**src/image_median_filter_assert.svh**
```systemverilog
// Assertion macros for the image median filter.
// Used by the controller; no other dependencies.
`ifndef IMAGE_MEDIAN_FILTER_ASSERT_SVH
`define IMAGE_MEDIAN_FILTER_ASSERT_SVH
`ifndef SYNTHESIS
`define IMF_ASSERT(label, clk, rst, prop) \
  label: assert property (@(posedge clk) disable iff (rst) prop) \
    else $error("imf assertion failed");
`define IMF_ASSERT_NEXT(label, clk, rst, ante, cons) \
  label: assert property (@(posedge clk) disable iff (rst) ante |=> cons) \
    else $error("imf assertion failed");
`else
`define IMF_ASSERT(label, clk, rst, prop)
`define IMF_ASSERT_NEXT(label, clk, rst, ante, cons)
`endif
`endif

```
**src/imf_pkg.sv**
```systemverilog
// Shared types and constants of the image median filter.
// Beat payloads, register indexes and controller/datapath handshake structs.
`timescale 1ns / 1ps
package imf_pkg;

  localparam int CH_W   = 8;
  localparam int CFG_AW = 2;
  localparam int CFG_DW = 11;

  localparam logic [CFG_AW-1:0] REG_RADIUS = 2'd0;
  localparam logic [CFG_AW-1:0] REG_WIDTH  = 2'd1;
  localparam logic [CFG_AW-1:0] REG_HEIGHT = 2'd2;
  localparam logic [CFG_AW-1:0] REG_COLOR  = 2'd3;

  localparam int RADIUS_RST = 2;
  localparam int WIDTH_RST  = 1024;
  localparam int HEIGHT_RST = 1024;

  typedef struct packed {
    logic            op;
    logic [CH_W-1:0] red_in;
    logic [CH_W-1:0] green_in;
    logic [CH_W-1:0] blue_in;
  } pixel_in_t;

  typedef struct packed {
    logic [CH_W-1:0] red_out;
    logic [CH_W-1:0] green_out;
    logic [CH_W-1:0] blue_out;
    logic            frame_last;
  } pixel_out_t;

  typedef struct packed {
    logic load;
    logic walk;
    logic fetch;
    logic scan;
    logic resolve;
    logic out_load;
  } imf_cmd_t;

  typedef struct packed {
    logic emit;
    logic walk_last;
    logic fetch_last;
    logic scan_last;
    logic plane_last;
    logic out_free;
  } imf_sts_t;

endpackage

```
**src/imf_ctrl.sv**
```systemverilog
// Sequencer of the image median filter: walks one item through store,
// window fetch, eight bit-plane scans and result hand-off. Uses imf_pkg.
`timescale 1ns / 1ps
`include "image_median_filter_assert.svh"
module imf_ctrl import imf_pkg::*; (
  input  logic     clk,
  input  logic     rst,
  input  logic     in_valid,
  output logic     in_ready,
  input  imf_sts_t sts,
  output imf_cmd_t cmd
);

  typedef enum logic [6:0] {
    S_IDLE    = 7'b0000001,
    S_WALK    = 7'b0000010,
    S_FETCH   = 7'b0000100,
    S_FLUSH   = 7'b0001000,
    S_SCAN    = 7'b0010000,
    S_RESOLVE = 7'b0100000,
    S_EMIT    = 7'b1000000
  } state_t;

  state_t state, state_next;

  always_ff @(posedge clk) begin
    if (rst) begin
      state <= S_IDLE;
    end else begin
      state <= state_next;
    end
  end

  always_comb begin
    state_next = state;
    cmd        = '0;
    in_ready   = 1'b0;
    case (state)
      S_IDLE: begin
        in_ready = 1'b1;
        if (in_valid) begin
          cmd.load = 1'b1;
          if (sts.emit) state_next = S_WALK;
        end
      end
      S_WALK: begin
        if (sts.walk_last) state_next = S_FETCH;
        else cmd.walk = 1'b1;
      end
      S_FETCH: begin
        cmd.fetch = 1'b1;
        if (sts.fetch_last) state_next = S_FLUSH;
      end
      S_FLUSH: begin
        state_next = S_SCAN;
      end
      S_SCAN: begin
        cmd.scan = 1'b1;
        if (sts.scan_last) state_next = S_RESOLVE;
      end
      S_RESOLVE: begin
        cmd.resolve = 1'b1;
        state_next  = sts.plane_last ? S_EMIT : S_SCAN;
      end
      S_EMIT: begin
        if (sts.out_free) begin
          cmd.out_load = 1'b1;
          state_next   = S_IDLE;
        end
      end
      default: begin
        state_next = S_IDLE;
      end
    endcase
  end

  `IMF_ASSERT(a_load_when_free, clk, rst, cmd.out_load |-> sts.out_free)
  `IMF_ASSERT_NEXT(a_walk_to_fetch, clk, rst, (state == S_WALK && sts.walk_last),
                   (state == S_FETCH))
  `IMF_ASSERT_NEXT(a_last_plane_emit, clk, rst, (state == S_RESOLVE && sts.plane_last),
                   (state == S_EMIT))

endmodule

```
**config.mk**
```make
export PLATFORM = sky130hd
export DESIGN_NAME = imf_ctrl
export DESIGN_NICKNAME = d
export VERILOG_FILES = /design/src/imf_pkg.sv /design/src/imf_ctrl.sv
export VERILOG_INCLUDE_DIRS = /design/src /design/src/src
export SDC_FILE = /design/constraint.sdc
export NUM_CORES = 1
export LEC_CHECK = 0
export ABC_AREA = 1
export BUFFER_PORTS_ARGS = -buffer_cell sky130_fd_sc_hd__buf_2
export CAP_MARGIN = 10
export CORE_AREA = 4 4 41 43
export CTS_BUF_LIST = sky130_fd_sc_hd__clkbuf_8 sky130_fd_sc_hd__clkbuf_16
export DETAILED_ROUTE_END_ITERATION = 10
export DIE_AREA = 0 0 45 47
export PLACE_DENSITY = 0.67
export SYNTH_ARGS = -nofsm -noshare
export SYNTH_HDL_FRONTEND = slang
export SYNTH_SLANG_ARGS = --single-unit
```
**constraint.sdc**
```tcl
create_clock -name clk -period 2.5 [get_ports clk]
set_input_delay 0.5 -clock clk [delete_from_list [all_inputs] [get_ports clk]]
set_output_delay 0.5 -clock clk [all_outputs]
set_load 0.02 [all_outputs]
```
# After elaboration in Yosys (flattened, before gate mapping)

Cells that the tools add are included.

Equal/unequal tests: 13
Mux-type cells: 18
Reductions and logical operators: 1

Operators by type and width:

| kind                                           | number |
|---|---|
| 2-to-1 mux 7 bit                               | 7 |
| one-hot mux 7 bit (7 select lines)             | 1 |
| inequality test 2 bit (second input constant)  | 6 |
| 2-to-1 mux 1 bit                               | 10 |
| == test 7 x 1 -> 1 bit (second input constant) | 1 |
| == test 7 x 2 -> 1 bit (second input constant) | 1 |
| == test 7 x 3 -> 1 bit (second input constant) | 1 |
| == test 7 x 4 -> 1 bit (second input constant) | 1 |
| == test 7 x 5 -> 1 bit (second input constant) | 1 |
| == test 7 x 6 -> 1 bit (second input constant) | 1 |
| == test 7 bit (second input constant)          | 1 |
| AND reduction 6 bit                            | 1 |

Logic and storage cells: 33
Flip-flop bits (word level): 7

# Logic depth before layout (Yosys ltp)

Depth in word-level cells: 3
Gate-level depth with buffers: 8
Gate-level depth less buffers: 8

# Worst setup path before layout

OpenSTA, ideal clock, no wires.

Kind: input port to output port
From: input port sts[0] (netlist name)
To: output port cmd[0] (netlist name)
Setup slack: 0.749 ns
Data required time: 2.000 ns
Stages: 2
Arrival time: 1.251 ns
Cells stage by stage: inv_1 > nor4_1

RTL lines:

| element     | line           | text |
|---|---|---|
| from (decl) | imf_ctrl.sv:10 | `input imf_sts_t sts,` |
| to (decl)   | imf_ctrl.sv:11 | `output imf_cmd_t cmd` |

==> out/qor.json <==
{
  "final_layout_size_suffix_gt1_share_pct": 40.0,
  "nFillCells": 130,
  "dr.pass1.iters": 4,
  "cts.repair.resized": 0,
  "post_dp_hpwl_um": 944,
  "grt_max_degree": 6,
  "path_buf_inv": 2,
  "cts_buffers": 3,
  "tritoncts": "built",
  "yosysSeqAreaShare_pct": 24.8,
  "overall_via_count_from_detail_route": 536,
  "remaining_drc_errors": 0,
  "postSynthRegisterBits": 7,
  "worst-path-max-fanout": 4,
  "coreArea_sq_mm": 0.00130,
  "place.port_buffers": 15,
  "num_antenna_cells": 0,
  "syn_area_sq_um": 564,
  "main_combinational_cell_family_by_area_after_synthesis": "simple AND/OR/NAND/NOR gates",
  "yosysTopAreaCellShare_pct": 24.8,
  "library_cell_occupying_the_most_area_in_the_post_synthesis_netlist": "dfxtp_1",
  "synthTopCellsByArea": "dfxtp_1 25%, nand2_1 10%, inv_1 8.6%, nor2_1 8.6%, nand3_2 7.1%",
  "final_net_count": 110,
  "synth_compound_gate_area_share_pct": 4.43,
  "ctsHtreeMaxLevel": 1,
  "timing.critical_path.max_delay_family": "simple AND/OR/NAND/NOR gates",
  "largest_register_ffs": 7,
  "num_rows": 13,
  "hold_buffers": 0,
  "die_w_um": 45,
  "synthDistinctLibCells": 20,
  "crit-reg2reg-launch": "state[2]",
  "clk-insertion-delay-late_ns": 0.23,
  "fin_hold_ws_ns": 0.451,
  "grtUsageMet1_pct": 16.7,
  "drv_cap": 0,
  "crit_path_from": "state[1]",
  "final-setup-viol-count": 0,
  "detail_route.vias_per_cell": 4.66,
  "timing.max_slew.rel_slack_pct": 84.2,
  "worst_clock_skew_ns": 0.00300,
  "synth-xor-area-share_pct": 0,
  "multiInputGateArea_sq_um": 360,
  "detail-route-antenna-nets": 0,
  "post_synth_and_or_nand_nor_area_fraction_pct": 59.4,
  "fp.dieArea_sq_mm": 0.00212,
  "starting_utilization_of_the_core_area_pct": 43.4,
  "route.final.wire_length_um": 1140,
  "use_met3_pct": 2.30,
  "worst_endpoint_data_arrival_time_ns": 1.27,
  "regs_by_ff_count": "state x7",
  "slowest_stage": "dfxtp_1",
  "final.period_utilization_pct": 70.9,
  "gp_routability_congestion": 0.771,
  "ioPinCount": 16,
  "antenna_found_initial": 0,
  "post_drt_wl_per_cell_um": 9.91,
  "syn_nets": 90,
  "timing.hold.worst.class": "primary input to flip-flop",
  "synth_fa_ha_area_share_pct": 0,
  "grt_setup_unrepaired": "no",
  "cts_post_setup_buffers_inserted": 0,
  "fin_crit_ns": 1.77,
  "worst-endpoint-required_ns": 2.00,
  "cell_by_cell_trace_of_the_critical_path": "nand2_1, nor2_1, nand3b_4, inv_1, buf_2",
  "multiplexer_fraction_of_the_synthesized_cell_area_pct": 0,
  "post_synth.cell_area_avg_sq_um": 6.97,
  "timing.final.hold_violations": 0,
  "dr.first_iter.drc_count": 7,
  "timing.critical_path.slowest_cell_delay_ns": 0.41,
  "worst_slew_pin_slew_ns": 0.236,
  "area_growth_pct": 24.6,
  "total_of_warnings_raised_by_yosys": 0,
  "totalNegativeSetupSlack_ns": 0,
  "power.ir.vdd_worst_uv": 475,
  "global_route.peak_usage_layer": "met2",
  "all_layer_gr_usage_pct": 13.1,
  "static_leakage_nw": 0.405,
  "cts.sinks": 7,
  "path_class": "flip-flop to output port",
  "hold_path_startpoint": "rst",
  "fmax_mhz": 564,
  "pwr_density_cell_mw_per_mm2": 934,
  "cts_buffer_depth": 2,
  "use_met2_pct": 19.2,
  "register_with_the_most_flip_flops": "state",
  "cts.clk_slew.worst_paths_ns": 0.04,
  "final-seq-area_sq_um": 140,
  "die_height_um": 47,
  "outcome": "finished, final reports clean",
  "first_pass_grt_wire_length_um": 1950,
  "grt_remaining_overflow": 0,
  "critPathLaunchType": "flip-flop",
  "syn-instance-count": 81,
  "critPathCaptureType": "output port",
  "grt_pass1_vias": 484,
  "maxSlewViolCount": 0,
  "cts_root_buffer": "clkbuf_8"
}
through the flow:
stage | worst slack (ns) | std cells | area (sq um) | utilization, % | total power (W)
2_1_floorplan | 0.749 | 81 | 564 | - | 0.000433
3_3_place_gp | 0.965 | 111 | 658 | 50.6 | 0.000497
3_5_place_dp | 0.939 | 111 | 658 | 50.6 | 0.000504
4_1_cts | 0.710 | 115 | 703 | 54.0 | 0.000663
5_1_grt | 0.632 | 115 | 703 | 54.0 | 0.000708
6_report | 0.728 | 115 | 703 | 54.0 | 0.000657
worst paths after layout:
check | to | slack [ns] | cells after the start
worst max-delay path | cmd[4] | 0.73 | 5
worst min-delay path | state[3] | 0.45 | 2
worst max register to register | state[0] | 1.26 | 8
worst min register to register | state[3] | 0.61 | 4
metal layers:
metal	vias up	wire length, um
met1	233	527
met2	12	513
li1	286	-
met5	-	0
met4	0	36
met3	5	63
where the power goes:
part | internal, W | switching [W] | leakage, nW
clock | 0.000106 | 0.0000510 | 0.0269
sequential | 0.000136 | 0.0000295 | 0.0571
combinational | 0.000125 | 0.000209 | 0.321
total | 0.000368 | 0.000289 | 0.405
placed cells by master, fill, tap and decap left out, types with 2 or more instances in the layout:
cell	n
nand2_4	3
nand2_2	2
nand3_1	4
nand3_2	4
nor2_2	2
buf_2	15
clkbuf_8	3
o21bai_1	2
inv_1	14
a21oi_1	2
nand2_1	15
dfxtp_1	7
nor2_4	3
nor2_1	13
inv_2	4
logic make-up (layout without fill, tap and decap cells):
| group | count (synthesis) | after routing |
|---|---|---|
| AO/OA/AOI/OAI | 4 | 4 |
| flip-flops | 7 | 7 |
| AND/OR/NAND/NOR | 53 | 53 |
| buffers and inverters | 17 | 36 |
Yosys cell counts (all sizes together):
cell	n
nand2	20
dfxtp	7
o21bai	2
inv	17
nor4	1
nor2	18
nor3	2
nand3	9
nor3b	1
a21oi	2
nand3b	2
cell type report:
cell class | count | share of cell area [%]
Clock inverter | 1 | 0.534
Clock buffer | 3 | 5.87
Inverter | 17 | 9.07
Timing Repair Buffer | 15 | 10.7
Sequential cell | 7 | 19.9
Multi-Input combinational cell | 57 | 51.2
Tap cell | 15 | 2.67
Power figures use the tool's default switching activity.
